[config.mk]
export PLATFORM = sky130hd
export DESIGN_NAME = rotation_period_and_clock_timer_flat
export DESIGN_NICKNAME = d
export VERILOG_FILES = /design/src/hdl/rtp_pkg.sv /design/src/hdl/rtp_in_if.sv /design/src/hdl/rtp_out_if.sv /design/src/hdl/rtp_cfg_if.sv /design/src/hdl/rtp_ctrl.sv /design/src/hdl/rtp_dp.sv /design/src/hdl/rotation_period_and_clock_timer.sv /design/src/flat_wrapper.sv
export SDC_FILE = /design/constraint.sdc
export NUM_CORES = 2
export LEC_CHECK = 0
export ABC_AREA = 1
export BUFFER_PORTS_ARGS = -buffer_cell sky130_fd_sc_hd__buf_2
export CORE_MARGIN = 8
export CORE_UTILIZATION = 55
export DETAILED_ROUTE_END_ITERATION = 10
export PLACE_DENSITY_LB_ADDON = 0.2
export SYNTH_ARGS = -nofsm -noshare
export SYNTH_HDL_FRONTEND = slang
export SYNTH_SLANG_ARGS = --single-unit
[constraint.sdc]
create_clock -name clk -period 15.1 [get_ports clk]
set_clock_uncertainty 0.1 [all_clocks]
set_input_delay 3.02 -clock clk [delete_from_list [all_inputs] [get_ports clk]]
set_output_delay 3.02 -clock clk [all_outputs]
set_load 0.01 [all_outputs]
[src/hdl/rtp_pkg.sv]
`timescale 1ns / 1ps
`default_nettype none
package rtp_pkg;

	localparam int unsigned CFG_IDX_W  = 8;
	localparam int unsigned CFG_DATA_W = 32;
	localparam int unsigned CAP_W      = 16;
	localparam int unsigned TPM_W      = 18;
	localparam int unsigned OPS_W      = 8;
	localparam int unsigned WARM_W     = 8;
	localparam int unsigned WORD_W     = 32;
	localparam int unsigned HOUR_W     = 5;
	localparam int unsigned MIN_W      = 6;
	localparam int unsigned SEC_W      = 6;
	localparam int unsigned DIV_CNT_W  = $clog2(WORD_W);

	localparam logic [CAP_W-1:0]  TIMER_PERIOD_RST = 16'hFFFF;
	localparam logic [TPM_W-1:0]  TICKS_PER_MS_RST = 18'd1000;
	localparam logic [OPS_W-1:0]  OVF_PER_SEC_RST  = 8'd15;
	localparam logic [WARM_W-1:0] WARMUP_RST       = 8'd5;
	localparam logic [WORD_W-1:0] PERIOD_MS_RST    = 32'd100;

	localparam logic [SEC_W-1:0]  SEC_WRAP  = 6'd60;
	localparam logic [MIN_W-1:0]  MIN_WRAP  = 6'd60;
	localparam logic [HOUR_W-1:0] HOUR_WRAP = 5'd24;

	typedef enum logic [CFG_IDX_W-1:0] {
		CFG_TIMER_PERIOD = 8'd0,
		CFG_TICKS_PER_MS = 8'd1,
		CFG_OVF_PER_SEC  = 8'd2,
		CFG_WARMUP       = 8'd3
	} cfg_idx_t;

	typedef enum logic [1:0] {
		ST_IDLE,
		ST_LOAD,
		ST_DIV,
		ST_OUT
	} state_t;

	typedef struct packed {
		logic accept;
		logic div_load;
		logic div_step;
		logic out_load;
	} cmd_t;

	typedef struct packed {
		logic pair;
		logic div_last;
	} sts_t;

endpackage
`default_nettype wire

[src/hdl/rtp_in_if.sv]
`timescale 1ns / 1ps
`default_nettype none
interface rtp_in_if;
	logic                            valid;
	logic                            ready;
	logic                            action;
	logic [rtp_pkg::CAP_W-1:0]       capture_value;

	modport source (output valid, action, capture_value, input ready);
	modport sink (input valid, action, capture_value, output ready);
endinterface
`default_nettype wire

[src/hdl/rtp_out_if.sv]
`timescale 1ns / 1ps
`default_nettype none
interface rtp_out_if;
	logic                         valid;
	logic                         ready;
	logic [rtp_pkg::WORD_W-1:0]   interval_ms;
	logic [rtp_pkg::WORD_W-1:0]   elapsed_seconds;
	logic [rtp_pkg::HOUR_W-1:0]   clock_hours;
	logic [rtp_pkg::MIN_W-1:0]    clock_minutes;
	logic [rtp_pkg::SEC_W-1:0]    clock_seconds;
	logic                         round_done;
	logic                         locked;
	logic [rtp_pkg::WORD_W-1:0]   round_count;

	modport source (output valid, interval_ms, elapsed_seconds, clock_hours, clock_minutes,
		clock_seconds, round_done, locked, round_count, input ready);
	modport sink (input valid, interval_ms, elapsed_seconds, clock_hours, clock_minutes,
		clock_seconds, round_done, locked, round_count, output ready);
endinterface
`default_nettype wire

[src/hdl/rtp_cfg_if.sv]
`timescale 1ns / 1ps
`default_nettype none
interface rtp_cfg_if;
	logic                             valid;
	logic                             ready;
	logic [rtp_pkg::CFG_IDX_W-1:0]    index;
	logic [rtp_pkg::CFG_DATA_W-1:0]   data;

	modport source (output valid, index, data, input ready);
	modport sink (input valid, index, data, output ready);
endinterface
`default_nettype wire

[src/hdl/rtp_ctrl.sv]
`timescale 1ns / 1ps
`default_nettype none
module rtp_ctrl (
	input  wire logic          clk,
	input  wire logic          arst_n,
	input  wire logic          in_valid,
	output logic               in_ready,
	output logic               out_valid,
	input  wire logic          out_ready,
	input  wire rtp_pkg::sts_t sts,
	output rtp_pkg::cmd_t      cmd
);

	rtp_pkg::state_t state_q;
	rtp_pkg::state_t state_nxt;
	logic            out_valid_q;
	logic            out_free;

	assign out_free  = !out_valid_q || out_ready;
	assign out_valid = out_valid_q;

	always_comb begin
		state_nxt = state_q;
		case (state_q)
			rtp_pkg::ST_IDLE: begin
				if (in_valid) begin
					state_nxt = sts.pair ? rtp_pkg::ST_LOAD : rtp_pkg::ST_OUT;
				end
			end
			rtp_pkg::ST_LOAD: begin
				state_nxt = rtp_pkg::ST_DIV;
			end
			rtp_pkg::ST_DIV: begin
				if (sts.div_last) begin
					state_nxt = rtp_pkg::ST_OUT;
				end
			end
			rtp_pkg::ST_OUT: begin
				if (out_free) begin
					state_nxt = rtp_pkg::ST_IDLE;
				end
			end
			default: begin
				state_nxt = rtp_pkg::ST_IDLE;
			end
		endcase
	end

	always_comb begin
		cmd      = '0;
		in_ready = 1'b0;
		case (state_q)
			rtp_pkg::ST_IDLE: begin
				in_ready   = 1'b1;
				cmd.accept = in_valid;
			end
			rtp_pkg::ST_LOAD: begin
				cmd.div_load = 1'b1;
			end
			rtp_pkg::ST_DIV: begin
				cmd.div_step = 1'b1;
			end
			rtp_pkg::ST_OUT: begin
				cmd.out_load = out_free;
			end
			default: begin
				cmd = '0;
			end
		endcase
	end

	always_ff @(posedge clk or negedge arst_n) begin
		if (!arst_n) begin
			state_q     <= rtp_pkg::ST_IDLE;
			out_valid_q <= 1'b0;
		end else begin
			state_q <= state_nxt;
			if (cmd.out_load) begin
				out_valid_q <= 1'b1;
			end else if (out_ready) begin
				out_valid_q <= 1'b0;
			end
		end
	end

endmodule
`default_nettype wire

[src/hdl/rtp_dp.sv]
`timescale 1ns / 1ps
`default_nettype none
module rtp_dp (
	input  wire logic                           clk,
	input  wire logic                           arst_n,
	input  wire rtp_pkg::cmd_t                  cmd,
	output rtp_pkg::sts_t                       sts,
	input  wire logic                           cfg_we,
	input  wire logic [rtp_pkg::CFG_IDX_W-1:0]  cfg_index,
	input  wire logic [rtp_pkg::CFG_DATA_W-1:0] cfg_data,
	input  wire logic                           in_action,
	input  wire logic [rtp_pkg::CAP_W-1:0]      in_capture_value,
	output logic [rtp_pkg::WORD_W-1:0]          interval_ms,
	output logic [rtp_pkg::WORD_W-1:0]          elapsed_seconds,
	output logic [rtp_pkg::HOUR_W-1:0]          clock_hours,
	output logic [rtp_pkg::MIN_W-1:0]           clock_minutes,
	output logic [rtp_pkg::SEC_W-1:0]           clock_seconds,
	output logic                                round_done,
	output logic                                locked,
	output logic [rtp_pkg::WORD_W-1:0]          round_count
);

	localparam int unsigned MUL_B_W = rtp_pkg::CAP_W + 1;
	localparam int unsigned PROD_W  = rtp_pkg::WORD_W + MUL_B_W;

	// configuration
	logic [rtp_pkg::CAP_W-1:0]  timer_period_q;
	logic [rtp_pkg::TPM_W-1:0]  ticks_per_ms_q;
	logic [rtp_pkg::OPS_W-1:0]  ovf_per_sec_q;
	logic [rtp_pkg::WARM_W-1:0] warmup_q;

	// block state
	logic [rtp_pkg::WORD_W-1:0] ovf_cnt_q;
	logic [rtp_pkg::OPS_W-1:0]  phase_q;
	logic                       first_taken_q;
	logic [rtp_pkg::CAP_W-1:0]  first_cap_q;
	logic                       lock_q;
	logic [rtp_pkg::WORD_W-1:0] rounds_q;
	logic [rtp_pkg::WORD_W-1:0] period_q;
	logic [rtp_pkg::WORD_W-1:0] secs_q;
	logic [rtp_pkg::HOUR_W-1:0] hour_q;
	logic [rtp_pkg::MIN_W-1:0]  min_q;
	logic [rtp_pkg::SEC_W-1:0]  sec_q;
	logic                       done_q;

	// pair measurement
	logic [rtp_pkg::WORD_W-1:0]    prod_s1;
	logic [rtp_pkg::CAP_W-1:0]     cap_s1;
	logic [rtp_pkg::WORD_W-1:0]    quo_q;
	logic [rtp_pkg::TPM_W-1:0]     rem_q;
	logic [rtp_pkg::DIV_CNT_W-1:0] div_cnt_q;

	logic [PROD_W-1:0]          prod_full;
	logic [rtp_pkg::WORD_W-1:0] diff;
	logic [rtp_pkg::TPM_W:0]    rem_shift;
	logic [rtp_pkg::TPM_W:0]    rem_trial;
	logic                       quo_bit;
	logic [rtp_pkg::OPS_W-1:0]  phase_inc;
	logic                       boundary;
	logic [rtp_pkg::WORD_W-1:0] rounds_inc;
	logic [rtp_pkg::SEC_W-1:0]  sec_nxt;
	logic [rtp_pkg::MIN_W-1:0]  min_nxt;
	logic [rtp_pkg::HOUR_W-1:0] hour_nxt;

	assign sts.pair     = in_action && lock_q && first_taken_q;
	assign sts.div_last = (div_cnt_q == rtp_pkg::DIV_CNT_W'(rtp_pkg::WORD_W - 1));

	assign prod_full = ovf_cnt_q * ({1'b0, timer_period_q} + MUL_B_W'(1));
	assign diff = rtp_pkg::WORD_W'(cap_s1) - rtp_pkg::WORD_W'(first_cap_q) + prod_s1;

	// restoring divide, one quotient bit a step; a zero divisor yields all ones
	assign rem_shift = {rem_q, quo_q[rtp_pkg::WORD_W-1]};
	assign rem_trial = rem_shift - {1'b0, ticks_per_ms_q};
	assign quo_bit   = (rem_shift >= {1'b0, ticks_per_ms_q});

	assign phase_inc  = phase_q + rtp_pkg::OPS_W'(1);
	assign boundary   = (phase_inc >= ovf_per_sec_q);
	assign rounds_inc = rounds_q + rtp_pkg::WORD_W'(1);

	always_comb begin
		sec_nxt  = sec_q + rtp_pkg::SEC_W'(1);
		min_nxt  = min_q;
		hour_nxt = hour_q;
		if (sec_nxt >= rtp_pkg::SEC_WRAP) begin
			sec_nxt = '0;
			min_nxt = min_q + rtp_pkg::MIN_W'(1);
			if (min_nxt >= rtp_pkg::MIN_WRAP) begin
				min_nxt  = '0;
				hour_nxt = hour_q + rtp_pkg::HOUR_W'(1);
				if (hour_nxt >= rtp_pkg::HOUR_WRAP) begin
					hour_nxt = '0;
				end
			end
		end
	end

	always_ff @(posedge clk or negedge arst_n) begin
		if (!arst_n) begin
			timer_period_q <= rtp_pkg::TIMER_PERIOD_RST;
			ticks_per_ms_q <= rtp_pkg::TICKS_PER_MS_RST;
			ovf_per_sec_q  <= rtp_pkg::OVF_PER_SEC_RST;
			warmup_q       <= rtp_pkg::WARMUP_RST;
		end else if (cfg_we) begin
			case (cfg_index)
				rtp_pkg::CFG_TIMER_PERIOD: timer_period_q <= cfg_data[rtp_pkg::CAP_W-1:0];
				rtp_pkg::CFG_TICKS_PER_MS: ticks_per_ms_q <= cfg_data[rtp_pkg::TPM_W-1:0];
				rtp_pkg::CFG_OVF_PER_SEC:  ovf_per_sec_q  <= cfg_data[rtp_pkg::OPS_W-1:0];
				rtp_pkg::CFG_WARMUP:       warmup_q       <= cfg_data[rtp_pkg::WARM_W-1:0];
				default: begin
				end
			endcase
		end
	end

	always_ff @(posedge clk or negedge arst_n) begin
		if (!arst_n) begin
			ovf_cnt_q     <= '0;
			phase_q       <= '0;
			first_taken_q <= 1'b0;
			first_cap_q   <= '0;
			lock_q        <= 1'b0;
			rounds_q      <= '0;
			period_q      <= rtp_pkg::PERIOD_MS_RST;
			secs_q        <= '0;
			hour_q        <= '0;
			min_q         <= '0;
			sec_q         <= '0;
			done_q        <= 1'b0;
			div_cnt_q     <= '0;
		end else begin
			if (cmd.accept) begin
				done_q <= in_action && lock_q;
				if (!in_action) begin
					ovf_cnt_q <= ovf_cnt_q + rtp_pkg::WORD_W'(1);
					phase_q   <= boundary ? '0 : phase_inc;
					if (boundary && lock_q) begin
						secs_q <= secs_q + rtp_pkg::WORD_W'(1);
						sec_q  <= sec_nxt;
						min_q  <= min_nxt;
						hour_q <= hour_nxt;
					end
				end else if (!lock_q) begin
					if (rounds_inc > rtp_pkg::WORD_W'(warmup_q)) begin
						lock_q   <= 1'b1;
						rounds_q <= '0;
					end else begin
						rounds_q <= rounds_inc;
					end
				end else begin
					rounds_q <= rounds_inc;
					if (!first_taken_q) begin
						first_cap_q   <= in_capture_value;
						first_taken_q <= 1'b1;
						ovf_cnt_q     <= '0;
					end
				end
			end
			if (cmd.div_load) begin
				div_cnt_q <= '0;
			end
			if (cmd.div_step) begin
				div_cnt_q <= div_cnt_q + rtp_pkg::DIV_CNT_W'(1);
				if (sts.div_last) begin
					period_q      <= {quo_q[rtp_pkg::WORD_W-2:0], quo_bit};
					first_taken_q <= 1'b0;
				end
			end
		end
	end

	always_ff @(posedge clk) begin
		if (cmd.accept) begin
			prod_s1 <= prod_full[rtp_pkg::WORD_W-1:0];
			cap_s1  <= in_capture_value;
		end
		if (cmd.div_load) begin
			quo_q <= diff;
			rem_q <= '0;
		end else if (cmd.div_step) begin
			quo_q <= {quo_q[rtp_pkg::WORD_W-2:0], quo_bit};
			rem_q <= quo_bit ? rem_trial[rtp_pkg::TPM_W-1:0] : rem_shift[rtp_pkg::TPM_W-1:0];
		end
		if (cmd.out_load) begin
			interval_ms     <= period_q;
			elapsed_seconds <= secs_q;
			clock_hours     <= hour_q;
			clock_minutes   <= min_q;
			clock_seconds   <= sec_q;
			round_done      <= done_q;
			locked          <= lock_q;
			round_count     <= rounds_q;
		end
	end

endmodule
`default_nettype wire

[src/hdl/rotation_period_and_clock_timer.sv]
// An overflow or a capture that closes no pair goes from acceptance to the output state,
// which waits until the output register is free; a capture that closes a pair goes through
// load, 32 divide steps and output. A new item is taken only after the last has left output.
// The output register lets the next item in while a result waits.
// Reset (arst_n low): configuration back to defaults, counters and clock cleared,
// interval 100 ms, unlocked.
`timescale 1ns / 1ps
`default_nettype none
module rotation_period_and_clock_timer (
	input wire logic clk,
	input wire logic arst_n,
	rtp_in_if.sink   in_ch,
	rtp_out_if.source out_ch,
	rtp_cfg_if.sink  cfg
);

	rtp_pkg::cmd_t cmd;
	rtp_pkg::sts_t sts;

	assign cfg.ready = 1'b1;

	rtp_ctrl u_ctrl (
		.clk       (clk),
		.arst_n    (arst_n),
		.in_valid  (in_ch.valid),
		.in_ready  (in_ch.ready),
		.out_valid (out_ch.valid),
		.out_ready (out_ch.ready),
		.sts       (sts),
		.cmd       (cmd)
	);

	rtp_dp u_dp (
		.clk              (clk),
		.arst_n           (arst_n),
		.cmd              (cmd),
		.sts              (sts),
		.cfg_we           (cfg.valid),
		.cfg_index        (cfg.index),
		.cfg_data         (cfg.data),
		.in_action        (in_ch.action),
		.in_capture_value (in_ch.capture_value),
		.interval_ms      (out_ch.interval_ms),
		.elapsed_seconds  (out_ch.elapsed_seconds),
		.clock_hours      (out_ch.clock_hours),
		.clock_minutes    (out_ch.clock_minutes),
		.clock_seconds    (out_ch.clock_seconds),
		.round_done       (out_ch.round_done),
		.locked           (out_ch.locked),
		.round_count      (out_ch.round_count)
	);

	// one item at a time: nothing is taken in the cycle after an acceptance
	a_one_at_a_time: assert property (@(posedge clk) disable iff (!arst_n)
		in_ch.valid && in_ch.ready |=> !in_ch.ready)
		else $error("item accepted while previous one still in work");

	a_done_needs_lock: assert property (@(posedge clk) disable iff (!arst_n)
		out_ch.valid && out_ch.round_done |-> out_ch.locked)
		else $error("round reported before lock");

	a_clock_range: assert property (@(posedge clk) disable iff (!arst_n)
		out_ch.valid |-> (out_ch.clock_seconds < rtp_pkg::SEC_WRAP) &&
			(out_ch.clock_minutes < rtp_pkg::MIN_WRAP) &&
			(out_ch.clock_hours < rtp_pkg::HOUR_WRAP))
		else $error("clock field out of range");

	a_divide_len: assert property (@(posedge clk) disable iff (!arst_n)
		cmd.div_load |=> cmd.div_step)
		else $error("divider not started after load");

endmodule
`default_nettype wire
[src/flat_wrapper.sv]
// flat-port wrapper written by rule: the top's interface ports become plain ports
module rotation_period_and_clock_timer_flat 
  (clk, arst_n, in_ch_valid, in_ch_action, in_ch_capture_value, in_ch_ready, out_ch_valid, out_ch_interval_ms, out_ch_elapsed_seconds, out_ch_clock_hours, out_ch_clock_minutes, out_ch_clock_seconds, out_ch_round_done, out_ch_locked, out_ch_round_count, out_ch_ready, cfg_valid, cfg_index, cfg_data, cfg_ready);
  rtp_in_if in_ch_i ();
  rtp_out_if out_ch_i ();
  rtp_cfg_if cfg_i ();
  input wire logic clk;
  input wire logic arst_n;
  input wire logic [$bits(in_ch_i.valid)-1:0] in_ch_valid;
  input wire logic [$bits(in_ch_i.action)-1:0] in_ch_action;
  input wire logic [$bits(in_ch_i.capture_value)-1:0] in_ch_capture_value;
  output wire logic [$bits(in_ch_i.ready)-1:0] in_ch_ready;
  output wire logic [$bits(out_ch_i.valid)-1:0] out_ch_valid;
  output wire logic [$bits(out_ch_i.interval_ms)-1:0] out_ch_interval_ms;
  output wire logic [$bits(out_ch_i.elapsed_seconds)-1:0] out_ch_elapsed_seconds;
  output wire logic [$bits(out_ch_i.clock_hours)-1:0] out_ch_clock_hours;
  output wire logic [$bits(out_ch_i.clock_minutes)-1:0] out_ch_clock_minutes;
  output wire logic [$bits(out_ch_i.clock_seconds)-1:0] out_ch_clock_seconds;
  output wire logic [$bits(out_ch_i.round_done)-1:0] out_ch_round_done;
  output wire logic [$bits(out_ch_i.locked)-1:0] out_ch_locked;
  output wire logic [$bits(out_ch_i.round_count)-1:0] out_ch_round_count;
  input wire logic [$bits(out_ch_i.ready)-1:0] out_ch_ready;
  input wire logic [$bits(cfg_i.valid)-1:0] cfg_valid;
  input wire logic [$bits(cfg_i.index)-1:0] cfg_index;
  input wire logic [$bits(cfg_i.data)-1:0] cfg_data;
  output wire logic [$bits(cfg_i.ready)-1:0] cfg_ready;
  assign in_ch_i.valid = in_ch_valid;
  assign in_ch_i.action = in_ch_action;
  assign in_ch_i.capture_value = in_ch_capture_value;
  assign in_ch_ready = in_ch_i.ready;
  assign out_ch_valid = out_ch_i.valid;
  assign out_ch_interval_ms = out_ch_i.interval_ms;
  assign out_ch_elapsed_seconds = out_ch_i.elapsed_seconds;
  assign out_ch_clock_hours = out_ch_i.clock_hours;
  assign out_ch_clock_minutes = out_ch_i.clock_minutes;
  assign out_ch_clock_seconds = out_ch_i.clock_seconds;
  assign out_ch_round_done = out_ch_i.round_done;
  assign out_ch_locked = out_ch_i.locked;
  assign out_ch_round_count = out_ch_i.round_count;
  assign out_ch_i.ready = out_ch_ready;
  assign cfg_i.valid = cfg_valid;
  assign cfg_i.index = cfg_index;
  assign cfg_i.data = cfg_data;
  assign cfg_ready = cfg_i.ready;
  rotation_period_and_clock_timer u_core (.clk(clk), .arst_n(arst_n), .in_ch(in_ch_i), .out_ch(out_ch_i), .cfg(cfg_i));
endmodule
Yosys cells after proc, flatten, opt, wreduce, memory -nomap -nowiden
Index checks and enable logic that the tools add are counted.
Widths: inputs -> output; s select.
{ "word_totals": {"elab_cells": 119, "ff_bits": 443, "out_inout_bits": 118, "inputBits": 62} }
{ "classes": {"order_cmp": 6, "reduce_logical": 22, "addsub": 12, "bitwise": 2, "eq_ne": 12, "mux": 33, "n_mul": 1} }
{ "op_table": {"columns": ["operator", "count"], "rows": [
  ["$mux 32", 7],
  ["$add 32x1->32 const B", 3],
  ["$add 32x32->32", 1],
  ["$gt 32x8->1", 1],
  ["$mul 32x17->32", 1],
  ["$ge 19x18->1", 1],
  ["$mux 18", 1],
  ["$sub 18x18->18", 1],
  ["$add 16x1->17 const B", 1],
  ["$sub 16x16->17", 1],
  ["$eq 8x2->1 const B", 2],
  ["$mux 5", 3],
  ["$mux 1", 14],
  ["$reduce_and 2->1", 7],
  ["$add 6x1->6 const B", 2],
  ["$ge 6x6->1 const B", 2],
  ["$mux 6", 2],
  ["$add 5x1->5 const B", 2],
  ["$reduce_and 3->1", 3],
  ["$add 8x1->8 const B", 1],
  ["$eq 8x1->1 const B", 1],
  ["$ge 8x8->1", 1],
  ["$logic_not 8->1", 1],
  ["$mux 2", 4],
  ["other kinds (16)", 25]
]} }

Logic depth before layout (Yosys ltp)
{ "logic_depth": {"word_depth": 5, "mapped_depth": 35, "depth_no_buf": 34} }

Cells and area by module
A second synthesis with hierarchy kept.
{ "unflattened": {"cells_unflattened": 4171, "area_unflattened_um2": 34908.5} }
{ "by_module_without_submodules": {"columns": ["module", "n_inst", "area_each_um2", "cells_each"], "rows": [
  ["rtp_dp", 1, 34629.5, 4132],
  ["rtp_ctrl", 1, 267.8, 37],
  ["rotation_period_and_clock_timer", 1, 11.3, 2]
]} }

Worst setup path after synthesis
Ideal clock, no wire load.
{ "synth_timing": {"kind": "input-to-reg", "startpoint": "input out_ch_ready", "endpoint": "register u_core.u_dp.clock_hours[0] in the netlist's numbering, enable pin", "path_buffers": 0, "required_ps": 14373, "arrival_ps": 8572, "cell_stages": 2, "path_slack_ps": 5801, "path_cell_list": "inv_1 -> a21oi_1"} }
{ "synth_lines": {"columns": ["element", "line_no", "source"], "rows": [
  ["start: declaration", "flat_wrapper.sv:22", "input wire logic [$bits(out_ch_i.ready)-1:0] out_ch_ready;"],
  ["end signal: assignment", "rtp_dp.sv:186", "clock_hours <= hour_q;"],
  ["end: declaration", "rtp_dp.sv:15", "output logic [rtp_pkg::HOUR_W-1:0] clock_hours,"]
]} }

Final worst setup path
{ "layout_timing": {"startpoint": "register u_core.u_dp.timer_period_q[0] in the netlist's numbering", "endpoint": "register u_core.u_dp.prod_s1[31] in the netlist's numbering (data pin)"} }
{ "layout_between": {"elab_chain_len": 2} }
{ "layout_rtl": {"columns": ["element", "line_no", "source"], "rows": [
  ["start: declaration", "rtp_dp.sv:27", "logic [rtp_pkg::CAP_W-1:0] timer_period_q;"],
  ["start signal: assignment", "rtp_dp.sv:99", "timer_period_q <= rtp_pkg::TIMER_PERIOD_RST;"],
  ["start signal: assignment", "rtp_dp.sv:105", "rtp_pkg::CFG_TIMER_PERIOD: timer_period_q <= cfg_data[rtp_pkg::CAP_W-1:0];"],
  ["$add 16x1->17", "rtp_dp.sv:68", "assign prod_full = ovf_cnt_q * ({1'b0, timer_period_q} + MUL_B_W'(1));"],
  ["$mul 32x17->32", "rtp_dp.sv:68", null],
  ["via u_core.u_dp.prod_full[31]", "rtp_dp.sv:53", "logic [PROD_W-1:0] prod_full;"],
  ["end signal: assignment", "rtp_dp.sv:173", "prod_s1 <= prod_full[rtp_pkg::WORD_W-1:0];"],
  ["end: declaration", "rtp_dp.sv:47", "logic [rtp_pkg::WORD_W-1:0] prod_s1;"]
]} }
The timed path passes the listed nets, and every way through them passes these cells.
A chain may end at the register's enable or synchronous reset.

==> flow_summary_export.csv <==
group,metric,value,unit
run_status,status,"finished clean",
drt,antenna_left,0,
global_route,grt_pass1_wl,137000,um
power,p_leak,18.0,nW
global_route,grt_use_total,23.9,%
timing,grt_setup_unrepaired,"false",
clocking,clk_path_buf_depth,3,
final_layout,fin_area,0.0373,sq mm
setup_path,rr_worst_depth,31,
setup_path,reg2reg_slack,6.45,ns
drt,drt_pass1_iterations,5,
final_layout,instances_no_fill,4965,
die,die-area,0.0706,sq mm
timing,setup_viol,0,
die,fp.dieW,266,um
clocking,clockRootBuffer,"clkbuf_16",
final_layout,drive_gt1_share,8.55,%
global_route,grt_pass1_vias,26500,
final_layout,layout.nets,4636,
timing,fin_tns_setup,0,ns
synth,avgSynthCellArea,8.60,sq um
power,intPower,3.18,mW
clocking,numCtsBuffers,46,
power,power_frac_clock,20.8,%
setup_path,cpPeakStageDelay,0.71,ns
placed_design,routabilityCongestion,0.923,
synth,ys.flop_type,"dfrtp_1",
placed_design,place_hpwl,62400,um
synth,yosysTopAreaCellShare,18.8,%
global_route,antenna_found_initial,1,
setup_path,required,15.30,ns
timing,fin_crit,8.65,ns
power,ir_drop,0.0989,mV
timing,fmax,0.116,GHz
final_layout,regArea,0.0120,sq mm
die,start_util,55.6,%
synth,ys_top_cells_by_area,"fa_1 19%, edfxtp_1 17%, dfrtp_1 15%",
power,power_frac_seq,33.4,%
clocking,clock-sinks,443,
placed_design,port_buffers,164,
setup_path,end_kind,"register",
clocking,cts_resized,0,
placed_design,place_inst,4879,
flow_run,drv_cap,0,
synth,syn-num-nets,4535,
final_layout,multi_input_area,0.0188,sq mm
drt,routedWlPerCell,16.6,um
global_route,grt_start_max_net_pins,114,
synth,async_flop_share,51.9,%
synth,seq_area_frac_synth,35.0,%
final_layout,area_growth,8.78,%
synth,ys_ff_latch,443,
clocking,clk_latency,0.59,ns
setup_path,r2r-end,"u_core.u_dp.prod_s1[31]$_DFFE_PP_",
synth,synthCells,3989,
setup_path,crit_start,"u_core.u_dp.timer_period_q[0]$_DFFE_PN1P_",
timing,finalCritPeriodShare,57.3,%
power,p_comb_share,45.8,%
setup_path,cp_data_arrival_time,8.85,ns
power,power_density,148,mW/mm^2
setup_path,crit_path_end,"u_core.u_dp.prod_s1[31]$_DFFE_PP_",
hold_path,hold_path_startpoint,"u_core.u_dp.period_q[20]$_DFFE_PN0P_",
die,design.core.area,0.0617,sq mm
placed_design,dpl_cell_area,0.0358,sq mm
timing,slew_headroom,20.1,%
clocking,cts_max_level,2,
clocking,cts_setup_buffers,0,
timing,worst_pin_slew,1.20,ns
drt,wl,82400,um
global_route,globalRouteOverflowTotal,0,
drt,viasPerCell,5.27,
clocking,cts_tree,"built",
synth,yosysTopAreaCell,"fa_1",
synth,synth_edf_count,195,
synth,netlist_area,0.0343,sq mm
final_layout,mostFrequentLayoutCells,"931 x nand2_1, 779 x inv_1, 322 x fa_1",
hold_path,hold_depth,0,
timing,whs,0.334,ns
setup_path,start_kind,"register",
power,switchingPower,2.33,mW
die,row_count,91,
die,num_io_pins,180,
drt,vias,26200,
final_layout,fill_cells,5540,
setup_path,crit_slowest_cell,"dfstp_2",
setup_path,cp_max_fo,27,
drt,drcViolationCount,0,
clocking,cts_hold_buf,0,
clocking,path_clk_slew,0.08,ns
setup_path,rr_startpoint,"u_core.u_dp.timer_period_q[0]$_DFFE_PN1P_",
synth,ys_types,60,
timing,finalHoldViolations,0,
setup_path,critPathKind,"register to register",
final_layout,final_common_cell,"nand2_1",
die,die_h,266,um
hold_path,hold_class,"register to register",
timing,report.final.slew_viol_count,0,
drt,drtIter0Drc,1941,
power,switching_share,42.3,%
synth,ys.warnings.count,0,
[worst min-delay path by stage]
stage | to | slack (ns)
floorplan | u_core.u_dp.clock_minutes[4]$_DFFE_PP_ | 0.32
global placement | u_core.u_dp.interval_ms[25]$_DFFE_PP_ | 0.33
detailed placement | u_core.u_dp.interval_ms[22]$_DFFE_PP_ | 0.33
CTS | u_core.u_dp.interval_ms[20]$_DFFE_PP_ | 0.34
global route | u_core.u_dp.interval_ms[20]$_DFFE_PP_ | 0.34
finish | u_core.u_dp.interval_ms[20]$_DFFE_PP_ | 0.33
[power by group through the flow]
stage | logic [mW] | registers, mW | clock network [mW]
detailed placement | 2.52 | 1.86 | 0
global placement | 2.48 | 1.85 | 0
CTS | 2.53 | 1.84 | 1.17
global route | 2.89 | 1.86 | 1.21
finish | 2.52 | 1.84 | 1.15
floorplan | 1.80 | 1.83 | 0
[layout make-up]
type	instances	area share, %
Inverter	797	8.02
Multi-Input combinational cell	2625	50.4
Clock inverter	28	0.805
Tap cell	837	2.81
Clock buffer	57	3.25
Antenna cell	1	0.00671
Sequential cell	443	32.2
Timing Repair Buffer	177	2.49
[stage by stage]
stage / power [mW] / utilization [%] / setup WS (ns)
2_1_floorplan: 3.63 / - / 5.80
3_3_place_gp: 4.33 / 58.0 / 6.61
3_5_place_dp: 4.37 / 58.0 / 6.58
4_1_cts: 5.53 / 60.5 / 6.57
5_1_grt: 5.96 / 60.5 / 6.03
6_report: 5.51 / 60.5 / 6.45
[per-layer routing]
metal  global-route usage [%]  vias to the layer above  share of wire [%]
li1                         -                    12600                  -
met1                     31.7                    12600                 43
met2                     39.6                      797                 46
met5                        0                        -                  0
met3                     3.31                      168                6.3
met4                     9.79                        0                4.5
[cell families after synthesis]
family,share of synthesized area [%]
fa+ha+maj,24.7
mux,0.0292
flops,35.0
buf+inv,10.2
simple gates,18.6
other cells,0.0109
xor+xnor,3.88
compound gates,7.53
[critical path: cells and delay by family (launching register included)]
kind            cells  cell delay [ns]
compound gates      1             0.40
fa+ha+maj           7             3.63
buf+inv             9             1.18
flops               1             0.71
simple gates       14             2.37
[Yosys cell counts (7+ instances only)]
cell      instances
nand4_1          38
a21oi_1         171
nand3_1         125
dfxtp_1          18
nand3b_1          9
o31ai_1          12
nor2_1          259
dfrtp_1         199
nor4_1           13
dfstp_2          31
xnor2_1          45
a31oi_1          10
o21a_1            7
nand2_2          10
or2_2            12
fa_1            322
a221oi_1          7
inv_1           780
edfxtp_1        195
buf_2            14
nand2_1         931
ha_1            162
nor3_1           70
nor3b_1           9
inv_2            11
nor2_2           11
o21ai_0         218
xor2_1          107
clkbuf_1        102
nor2_4            9
[state kept, by name (all words and copies together), names as in the netlist, 5 cells and up]
register / flops
u_core.u_dp.rounds_q: 32
u_core.u_dp.first_cap_q: 16
u_core.u_dp.ovf_cnt_q: 32
u_core.u_dp.rem_q: 18
u_core.u_dp.interval_ms: 32
u_core.u_dp.clock_minutes: 6
u_core.u_dp.ovf_per_sec_q: 8
u_core.u_dp.prod_s1: 32
u_core.u_dp.min_q: 6
u_core.u_dp.hour_q: 5
u_core.u_dp.elapsed_seconds: 32
u_core.u_dp.clock_seconds: 6
u_core.u_dp.timer_period_q: 16
u_core.u_dp.quo_q: 32
u_core.u_dp.clock_hours: 5
u_core.u_dp.phase_q: 8
u_core.u_dp.secs_q: 32
u_core.u_dp.ticks_per_ms_q: 18
u_core.u_dp.warmup_q: 8
u_core.u_dp.period_q: 32
u_core.u_dp.sec_q: 6
u_core.u_dp.div_cnt_q: 5
u_core.u_dp.round_count: 32
u_core.u_dp.cap_s1: 16
No activity file was read; power rests on OpenSTA's default activity.
